--- config.mk ---
export PLATFORM = sky130hd
export DESIGN_NAME = hsv_to_rgb_grid_quantizer
export DESIGN_NICKNAME = d
export VERILOG_FILES = /design/src/sv/hsvq_pkg.sv /design/src/sv/hsvq_step.sv /design/src/sv/hsv_to_rgb_grid_quantizer.sv
export SDC_FILE = /design/constraint.sdc
export NUM_CORES = 1
export LEC_CHECK = 0
export BUFFER_PORTS_ARGS = -buffer_cell sky130_fd_sc_hd__buf_2
export CAP_MARGIN = 10
export CORE_AREA = 2 2 113 224
export CTS_BUF_LIST = sky130_fd_sc_hd__clkbuf_4
export DETAILED_ROUTE_END_ITERATION = 16
export DIE_AREA = 0 0 115 226
export PLACE_DENSITY_LB_ADDON = 0.2
export SYNTH_ARGS = -nofsm -noshare
export SYNTH_HDL_FRONTEND = slang
export SYNTH_SLANG_ARGS = --single-unit
--- constraint.sdc ---
create_clock -name clk_i -period 11.3 [get_ports clk_i]
set_clock_uncertainty 0.15 [all_clocks]
set_input_delay 0.565 -clock clk_i [delete_from_list [all_inputs] [get_ports clk_i]]
set_output_delay 0.565 -clock clk_i [all_outputs]
set_load 0.02 [all_outputs]
--- src/sv/hsvq_pkg.sv ---
// Shared types, constants and arithmetic helpers for the HSV to RGB grid quantizer.
// No dependencies; imported by hsvq_step and hsv_to_rgb_grid_quantizer.
`timescale 1ns / 1ps

package hsvq_pkg;

  localparam int unsigned HueW       = 15;
  localparam int unsigned ChanW      = 8;
  localparam int unsigned StepW      = 6;
  localparam int unsigned FracW      = 12;
  localparam int unsigned CxW        = 20;

  localparam logic [HueW-1:0]  HueMax       = 15'd23039;
  localparam logic [FracW-1:0] SectorUnits  = 12'd3840;
  localparam logic [CxW-1:0]   HalfSector   = 20'd1920;
  localparam logic [15:0]      Recip15      = 16'd34953;  // ceil(2^19 / 15)
  localparam logic [StepW-1:0] StepFieldMax = 6'd63;

  typedef enum logic [2:0] {
    SectorRedYellow    = 3'd0,
    SectorYellowGreen  = 3'd1,
    SectorGreenCyan    = 3'd2,
    SectorCyanBlue     = 3'd3,
    SectorBlueMagenta  = 3'd4,
    SectorMagentaRed   = 3'd5
  } sector_e;

  typedef struct packed {
    logic mul;
    logic step;
  } step_ld_t;

  // floor(n / 255), valid for n < 65535
  function automatic logic [8:0] div255(input logic [16:0] n);
    logic [16:0] t;
    t = n + 17'd1 + {8'd0, n[16:8]};
    return t[16:8];
  endfunction

  // floor(n / 3840) = floor(floor(n / 256) / 15), n < 2^20
  function automatic logic [8:0] div3840(input logic [CxW-1:0] n);
    logic [27:0] p;
    p = {4'd0, n[CxW-1:8]} * {12'd0, Recip15};
    return p[27:19];
  endfunction

endpackage

--- src/sv/hsvq_step.sv ---
// Two-stage grid index unit for one color channel: multiply, then scaled round and clamp.
// Depends on hsvq_pkg; instantiated by hsv_to_rgb_grid_quantizer.
`timescale 1ns / 1ps

module hsvq_step
  import hsvq_pkg::*;
#(
  parameter int unsigned GRID_STEPS = 33
) (
  input  logic             clk_i,
  input  step_ld_t         ld_i,
  input  logic [ChanW-1:0] ch_i,
  output logic [ChanW-1:0] ch_o,
  output logic [StepW-1:0] step_o
);

  localparam logic [7:0] GridMax = 8'(GRID_STEPS - 1);

  logic [ChanW-1:0] ch_mul_q;
  logic [15:0]      prod_q, prod_d;
  logic [ChanW-1:0] ch_out_q;
  logic [StepW-1:0] step_q, step_d;
  logic [8:0]       quot;

  assign prod_d = {8'd0, ch_i} * {8'd0, GridMax};

  always_ff @(posedge clk_i) begin
    if (ld_i.mul) begin
      ch_mul_q <= ch_i;
      prod_q   <= prod_d;
    end
  end

  // (2*ch*(G-1) + 255) / 510 == (ch*(G-1) + 127) / 255
  always_comb begin
    quot = div255({1'b0, prod_q} + 17'd127);
    if (quot > {3'd0, StepFieldMax}) begin
      step_d = StepFieldMax;
    end else begin
      step_d = quot[StepW-1:0];
    end
  end

  always_ff @(posedge clk_i) begin
    if (ld_i.step) begin
      ch_out_q <= ch_mul_q;
      step_q   <= step_d;
    end
  end

  assign ch_o   = ch_out_q;
  assign step_o = step_q;

endmodule

--- src/sv/hsv_to_rgb_grid_quantizer.sv ---
// Top level: HSV pixel to RGB plus per-channel grid index, six-stage pipeline.
// Depends on hsvq_pkg and hsvq_step.
`timescale 1ns / 1ps

// Usage:
//   Input stream s_axis: one HSV pixel per beat (hue in 1/64 degree, saturation,
//   brightness). Output stream m_axis: one beat per pixel with red, green, blue
//   and the nearest index of each on a grid of GRID_STEPS points over 0..255.
//   Throughput is one pixel per cycle while m_axis_tready_i is high; each stage
//   holds one pixel with its own valid bit, and a stage reloads whenever it is
//   empty or its successor moves. The hue sector split with the V*S product, the
//   chroma division, the C*frac product, the secondary term with channel
//   placement, the grid multiply and the grid rounding each take one stage.
//   When the receiver holds m_axis_tready_i low, the output beat is held and
//   upstream bubbles collapse; s_axis_tready_o drops only once all six stages
//   hold pixels. Nothing is dropped or repeated.
//   Reset clears all valid bits; the block is ready on the first cycle after
//   reset. Hue above 23039 is treated as 23039; a step above 63 reads 63.
module hsv_to_rgb_grid_quantizer
  import hsvq_pkg::*;
#(
  parameter int unsigned GRID_STEPS = 33
) (
  input  logic        clk_i,
  input  logic        rst_ni,
  input  logic        s_axis_tvalid_i,
  output logic        s_axis_tready_o,
  input  logic [31:0] s_axis_tdata_i,   // hue[14:0], saturation[22:15], brightness[30:23]
  output logic        m_axis_tvalid_o,
  input  logic        m_axis_tready_i,
  output logic [47:0] m_axis_tdata_o    // red[7:0], green[15:8], blue[23:16],
                                        // red_step[29:24], green_step[35:30],
                                        // blue_step[41:36]
);

  localparam int unsigned NumStages = 6;

  logic [NumStages-1:0] v_q, v_d;
  logic [NumStages-1:0] ld;

  logic [HueW-1:0]  hue_in;
  logic [ChanW-1:0] sat_in, val_in;

  assign hue_in = s_axis_tdata_i[14:0];
  assign sat_in = s_axis_tdata_i[22:15];
  assign val_in = s_axis_tdata_i[30:23];

  // stage load enables, bubbles collapse
  always_comb begin
    ld[NumStages-1] = !v_q[NumStages-1] || m_axis_tready_i;
    for (int k = NumStages - 2; k >= 0; k--) begin
      ld[k] = !v_q[k] || ld[k+1];
    end
  end

  always_comb begin
    for (int k = 0; k < NumStages; k++) begin
      if (ld[k]) begin
        v_d[k] = (k == 0) ? s_axis_tvalid_i : v_q[(k == 0) ? 0 : k - 1];
      end else begin
        v_d[k] = v_q[k];
      end
    end
  end

  always_ff @(posedge clk_i or negedge rst_ni) begin
    if (!rst_ni) begin
      v_q <= '0;
    end else begin
      v_q <= v_d;
    end
  end

  assign s_axis_tready_o = ld[0];

  // stage 1: sector split, V*S
  logic [HueW-1:0]  hue_c;
  sector_e          sec_d;
  logic [HueW-1:0]  base_d;
  sector_e          sec1_q;
  logic [FracW-1:0] frac1_q;
  logic [15:0]      vs1_q;
  logic [ChanW-1:0] val1_q;

  always_comb begin
    hue_c = (hue_in > HueMax) ? HueMax : hue_in;
    priority if (hue_c >= 15'd19200) begin
      sec_d  = SectorMagentaRed;
      base_d = 15'd19200;
    end else if (hue_c >= 15'd15360) begin
      sec_d  = SectorBlueMagenta;
      base_d = 15'd15360;
    end else if (hue_c >= 15'd11520) begin
      sec_d  = SectorCyanBlue;
      base_d = 15'd11520;
    end else if (hue_c >= 15'd7680) begin
      sec_d  = SectorGreenCyan;
      base_d = 15'd7680;
    end else if (hue_c >= 15'd3840) begin
      sec_d  = SectorYellowGreen;
      base_d = 15'd3840;
    end else begin
      sec_d  = SectorRedYellow;
      base_d = 15'd0;
    end
  end

  always_ff @(posedge clk_i) begin
    if (ld[0]) begin
      sec1_q  <= sec_d;
      frac1_q <= FracW'(hue_c - base_d);
      vs1_q   <= {8'd0, val_in} * {8'd0, sat_in};
      val1_q  <= val_in;
    end
  end

  // stage 2: chroma, mirrored fraction on odd sectors
  sector_e          sec2_q;
  logic [ChanW-1:0] c2_q;
  logic [FracW-1:0] fsel2_q;
  logic [ChanW-1:0] val2_q;
  logic [8:0]       c_full;

  assign c_full = div255({1'b0, vs1_q} + 17'd127);

  always_ff @(posedge clk_i) begin
    if (ld[1]) begin
      sec2_q  <= sec1_q;
      c2_q    <= c_full[ChanW-1:0];
      fsel2_q <= sec1_q[0] ? (SectorUnits - frac1_q) : frac1_q;
      val2_q  <= val1_q;
    end
  end

  // stage 3: C * frac
  sector_e          sec3_q;
  logic [ChanW-1:0] c3_q;
  logic [ChanW-1:0] val3_q;
  logic [CxW-1:0]   cx3_q;

  always_ff @(posedge clk_i) begin
    if (ld[2]) begin
      sec3_q <= sec2_q;
      c3_q   <= c2_q;
      val3_q <= val2_q;
      cx3_q  <= {12'd0, c2_q} * {8'd0, fsel2_q};
    end
  end

  // stage 4: secondary term, channel placement, offset
  logic [8:0]       x_full;
  logic [ChanW-1:0] x4, m4;
  logic [ChanW-1:0] r_d, g_d, b_d;
  logic [ChanW-1:0] r4_q, g4_q, b4_q, val4_q, m4_q;

  always_comb begin
    x_full = div3840(cx3_q + HalfSector);
    x4     = x_full[ChanW-1:0];
    m4     = val3_q - c3_q;
    unique case (sec3_q)
      SectorRedYellow: begin
        r_d = c3_q; g_d = x4; b_d = '0;
      end
      SectorYellowGreen: begin
        r_d = x4; g_d = c3_q; b_d = '0;
      end
      SectorGreenCyan: begin
        r_d = '0; g_d = c3_q; b_d = x4;
      end
      SectorCyanBlue: begin
        r_d = '0; g_d = x4; b_d = c3_q;
      end
      SectorBlueMagenta: begin
        r_d = x4; g_d = '0; b_d = c3_q;
      end
      default: begin
        r_d = c3_q; g_d = '0; b_d = x4;
      end
    endcase
  end

  always_ff @(posedge clk_i) begin
    if (ld[3]) begin
      r4_q   <= r_d + m4;
      g4_q   <= g_d + m4;
      b4_q   <= b_d + m4;
      val4_q <= val3_q;
      m4_q   <= m4;
    end
  end

  // stages 5 and 6: grid index per channel
  step_ld_t         step_ld;
  logic [ChanW-1:0] red, green, blue;
  logic [StepW-1:0] red_step, green_step, blue_step;

  assign step_ld = '{mul: ld[4], step: ld[5]};

  hsvq_step #(.GRID_STEPS(GRID_STEPS)) u_step_red (
    .clk_i  (clk_i),
    .ld_i   (step_ld),
    .ch_i   (r4_q),
    .ch_o   (red),
    .step_o (red_step)
  );

  hsvq_step #(.GRID_STEPS(GRID_STEPS)) u_step_green (
    .clk_i  (clk_i),
    .ld_i   (step_ld),
    .ch_i   (g4_q),
    .ch_o   (green),
    .step_o (green_step)
  );

  hsvq_step #(.GRID_STEPS(GRID_STEPS)) u_step_blue (
    .clk_i  (clk_i),
    .ld_i   (step_ld),
    .ch_i   (b4_q),
    .ch_o   (blue),
    .step_o (blue_step)
  );

  assign m_axis_tvalid_o = v_q[NumStages-1];
  assign m_axis_tdata_o  = {6'd0, blue_step, green_step, red_step, blue, green, red};

  // largest channel is V
  a_max_is_value: assert property (@(posedge clk_i) disable iff (!rst_ni)
    v_q[3] |-> (r4_q == val4_q || g4_q == val4_q || b4_q == val4_q))
    else $error("no channel equals brightness");

  // smallest channel is V - C
  a_min_is_offset: assert property (@(posedge clk_i) disable iff (!rst_ni)
    v_q[3] |-> (r4_q == m4_q || g4_q == m4_q || b4_q == m4_q))
    else $error("no channel equals offset");

  // input stalls only with a full pipe and a stalled receiver
  a_stall_full: assert property (@(posedge clk_i) disable iff (!rst_ni)
    !s_axis_tready_o |-> (&v_q && !m_axis_tready_i))
    else $error("input stalled with room in pipe");

  // grid index is monotonic in channel value
  a_step_monotonic: assert property (@(posedge clk_i) disable iff (!rst_ni)
    (m_axis_tvalid_o && red >= green) |-> (red_step >= green_step))
    else $error("grid index not monotonic");

endmodule

==> results.py <==
metrics = {
    "clocking": {
        "cts_resized": 0,
        "clock_latency_ns": 0.64,
        "cts.root.buffer_cell": "sky130_fd_sc_hd__clkbuf_4",
        "number_of_buffers_created_by_cts": 17,
        "tritoncts": "built",
        "tritoncts_num_sinks": 198,
        "cts.clk_slew.worst_paths_ns": 0.17,
        "clockBufferDepth": 2,
        "cts_max_level": 4,
    },
    "drt": {
        "vias": 11100,
        "antenna_left": 0,
        "avgRoutedWirePerCell_microns": 16.8,
        "route.detailed.drc": 0,
        "avgViaCountPerCell": 5.85,
        "wirelength_microns": 31900,
        "detail_route.first_pass.iterations": 5,
        "drt_first_iter_violations": 536,
    },
    "sta": {
        "timing_max_transition_violations_final": 0,
        "tightest_slew_ns": 0.982,
        "timing.fmax_mhz": 136,
        "hold_slack_ns": 0.0796,
        "layout_min_cycle_time_ns": 7.36,
        "post-route-period-util_pct": 65.2,
        "totalNegativeSetupSlack_ns": 0,
        "maxSlewHeadroom_pct": 33.9,
        "grt_setup_unrepaired": "false",
        "hold_viol_final": 0,
        "report.final.setup_viol": 0,
    },
    "grt": {
        "first_global_vias": 11600,
        "grt_start_max_net_pins": 43,
        "globalRoute.totalOverflow": 0,
        "antenna_found_initial": 4,
        "grt_first_pass_wirelength_microns": 53000,
        "track_usage_pct": 26.1,
    },
    "logic_synthesis": {
        "synthesis.instances": 1506,
        "synth_top_flop_cell": "sky130_fd_sc_hd__edfxtp_1",
        "post_synth_num_cell_types": 74,
        "synth_sequential_area_ratio_pct": 36.9,
        "synth-warning-count": 0,
        "asyncSetResetFlopFracSynth_pct": 3.03,
        "synth_edf_count": 192,
        "synth.cell_area_sq_um": 16000,
        "synth.avg_cell_area_sq_um": 10.6,
        "synth.ff_latch_count": 198,
    },
    "die": {
        "die_area_sq_um": 26000,
        "placeableCoreArea_sq_um": 24300,
        "io_pins": 86,
        "initial_util_pct": 65.9,
        "placement_rows": 81,
        "die-width_microns": 115,
        "die_height_microns": 226,
    },
    "setup_path": {
        "timing_worst_setup_path_type": "register to register",
        "path_max_fanout": 5,
        "worstPathArrival_ns": 7.60,
        "cp_data_required_time_ns": 11.54,
        "setup.reg_to_reg.worst_slack_ns": 3.94,
        "critical-path-max-stage-delay_ns": 0.51,
        "critPathSlowestCell": "sky130_fd_sc_hd__fa_1",
        "startpoint_class_of_the_critical_path": "register",
        "critical_path.endpoint_type": "register",
        "cp_common_cell": "sky130_fd_sc_hd__xnor2_1",
    },
    "placed_design": {
        "hpwl_microns": 25900,
        "placement.io_buffers": 78,
        "place.gp.congestion": 0.957,
    },
    "final_layout": {
        "layout_area_growth_over_synthesis_pct": 6.97,
        "layout.cells.most_common": "sky130_fd_sc_hd__inv_1",
        "layout_common_cells": "sky130_fd_sc_hd__inv_1 (198), sky130_fd_sc_hd__edfxtp_1 (192), sky130_fd_sc_hd__ha_1 (166), sky130_fd_sc_hd__nand2_1 (156), sky130_fd_sc_hd__fa_1 (114)",
        "layout-drive-gt1-share_pct": 8.69,
        "finish.net_count": 1902,
    },
    "job": {
        "drv_cap": 0,
    },
    "run_status": {
        "outcome": "finished, final reports clean",
    },
    "min_path": {
        "worstHoldPathType": "input port to register",
    },
}
==> path summary, 6_finish.rpt <==
check | cells after the start | from | endpoint
min in group asynchronous | 2 | rst_ni | v_q[5]$_DFFE_PN0P_
max | 29 | cx3_q[10]$_DFFE_PP_ | r4_q[7]$_DFFE_PP_
max in group asynchronous | 2 | rst_ni | v_q[3]$_DFFE_PN0P_
min reg2reg | 0 | sec2_q[1]$_DFFE_PP_ | sec3_q[1]$_DFFE_PP_
max reg2reg | 29 | cx3_q[10]$_DFFE_PP_ | r4_q[7]$_DFFE_PP_
min | 1 | s_axis_tdata_i[23] | val1_q[0]$_DFFE_PP_
==> state kept, by name (all words and copies together) (netlist names), 6 cells and up <==
name	count
cx3_q	13
val1_q	8
val3_q	8
r4_q	8
u_step_red.step_o	6
v_q	6
frac1_q	12
u_step_red.prod_q	8
c2_q	8
vs1_q	16
u_step_green.step_o	6
u_step_blue.ch_o	8
g4_q	8
u_step_green.ch_o	8
u_step_blue.step_o	6
fsel2_q	12
c3_q	8
b4_q	8
u_step_red.ch_o	8
u_step_blue.ch_mul_q	8
u_step_green.ch_mul_q	8
val2_q	8
==> worst max-delay path: cells and delay by family (launching register included) <==
family,cells,cell delay (ns)
compound gates,9,1.92
xor+xnor,4,0.84
fa+ha+maj,5,1.91
buf+inv,2,0.12
flops,1,0.47
mux,1,0.15
simple gates,8,1.57
==> per-layer routing <==
metal	wire length, microns	part of all wire (%)	GRT usage, %	up-vias
met1	10300	32	24.1	5453
met2	19200	60	52.8	276
li1	-	-	-	5264
met5	0	0	0	-
met4	1550	4.9	14.1	0
met3	863	2.7	3.19	86
==> cell usage after synthesis, drive strengths merged (4+ instances only) <==
| master | n | share of area (%) |
|---|---|---|
| and2 | 100 | 3.9 |
| nand3 | 22 | 0.69 |
| nand4 | 16 | 0.62 |
| inv | 198 | 4.6 |
| ha | 166 | 13 |
| xnor2 | 89 | 4.9 |
| nor3 | 18 | 0.59 |
| o21bai | 10 | 0.47 |
| a22o | 9 | 0.49 |
| nor2b | 16 | 0.62 |
| nor4 | 8 | 0.31 |
| nand2 | 157 | 3.7 |
| dfrtp | 6 | 0.94 |
| o21ai | 49 | 1.6 |
| fa | 114 | 14 |
| a21boi | 7 | 0.33 |
| o31ai | 8 | 0.46 |
| a21oi | 50 | 1.6 |
| a21o | 18 | 0.84 |
| a31oi | 9 | 0.39 |
| mux2i | 6 | 0.37 |
| nand2b | 25 | 0.98 |
| buf | 8 | 0.33 |
| o21a | 9 | 0.42 |
| or2 | 5 | 0.20 |
| nor2 | 60 | 1.4 |
| a22oi | 4 | 0.19 |
| clkbuf | 31 | 0.73 |
| o22ai | 5 | 0.20 |
| xor2 | 32 | 1.7 |
| and3 | 7 | 0.27 |
| edfxtp | 192 | 36 |
==> area by class of cell <==
type,instances,area [sq um]
Inverter,199,747
Clock inverter,15,211
Multi-Input combinational cell,1075,9220
Tap cell,290,363
Timing Repair Buffer,95,551
Fill cell,1804,7180
Sequential cell,198,5920
Clock buffer,17,128
Antenna cell,4,10.0
==> cells by family (layout without fill, tap and decap cells) <==
group | count (synthesis) | count (layout) | share of synthesized area, %
other cells | 1 | 10 | 0.0234
buf+inv | 238 | 326 | 5.71
xor+xnor | 122 | 122 | 6.76
compound gates | 211 | 211 | 8.87
fa+ha+maj | 280 | 280 | 27.2
flops | 198 | 198 | 36.9
mux | 6 | 6 | 0.375
simple gates | 450 | 450 | 14.2
==> what timing repair did <==
item / CTS / global route
buffers inserted: 0 / 0
endpoints found under the hold margin: 15 / 0
hold buffers: 10 / 0
==> metrics by stage <==
stage	area (sq um)	cells	utilization [%]	setup WS, ns
after floorplan	16000	1511	-	4.93
after global placement	16700	1845	68.5	4.07
after detailed placement	16700	1845	68.5	3.91
after CTS	17100	1887	70.4	3.88
after global routing	17100	1893	70.5	3.31
final	17100	1893	70.5	3.94
Power is left out: the tool's default activity adds up to more than one toggle a clock period on the data nets, which glitch-free logic cannot reach.
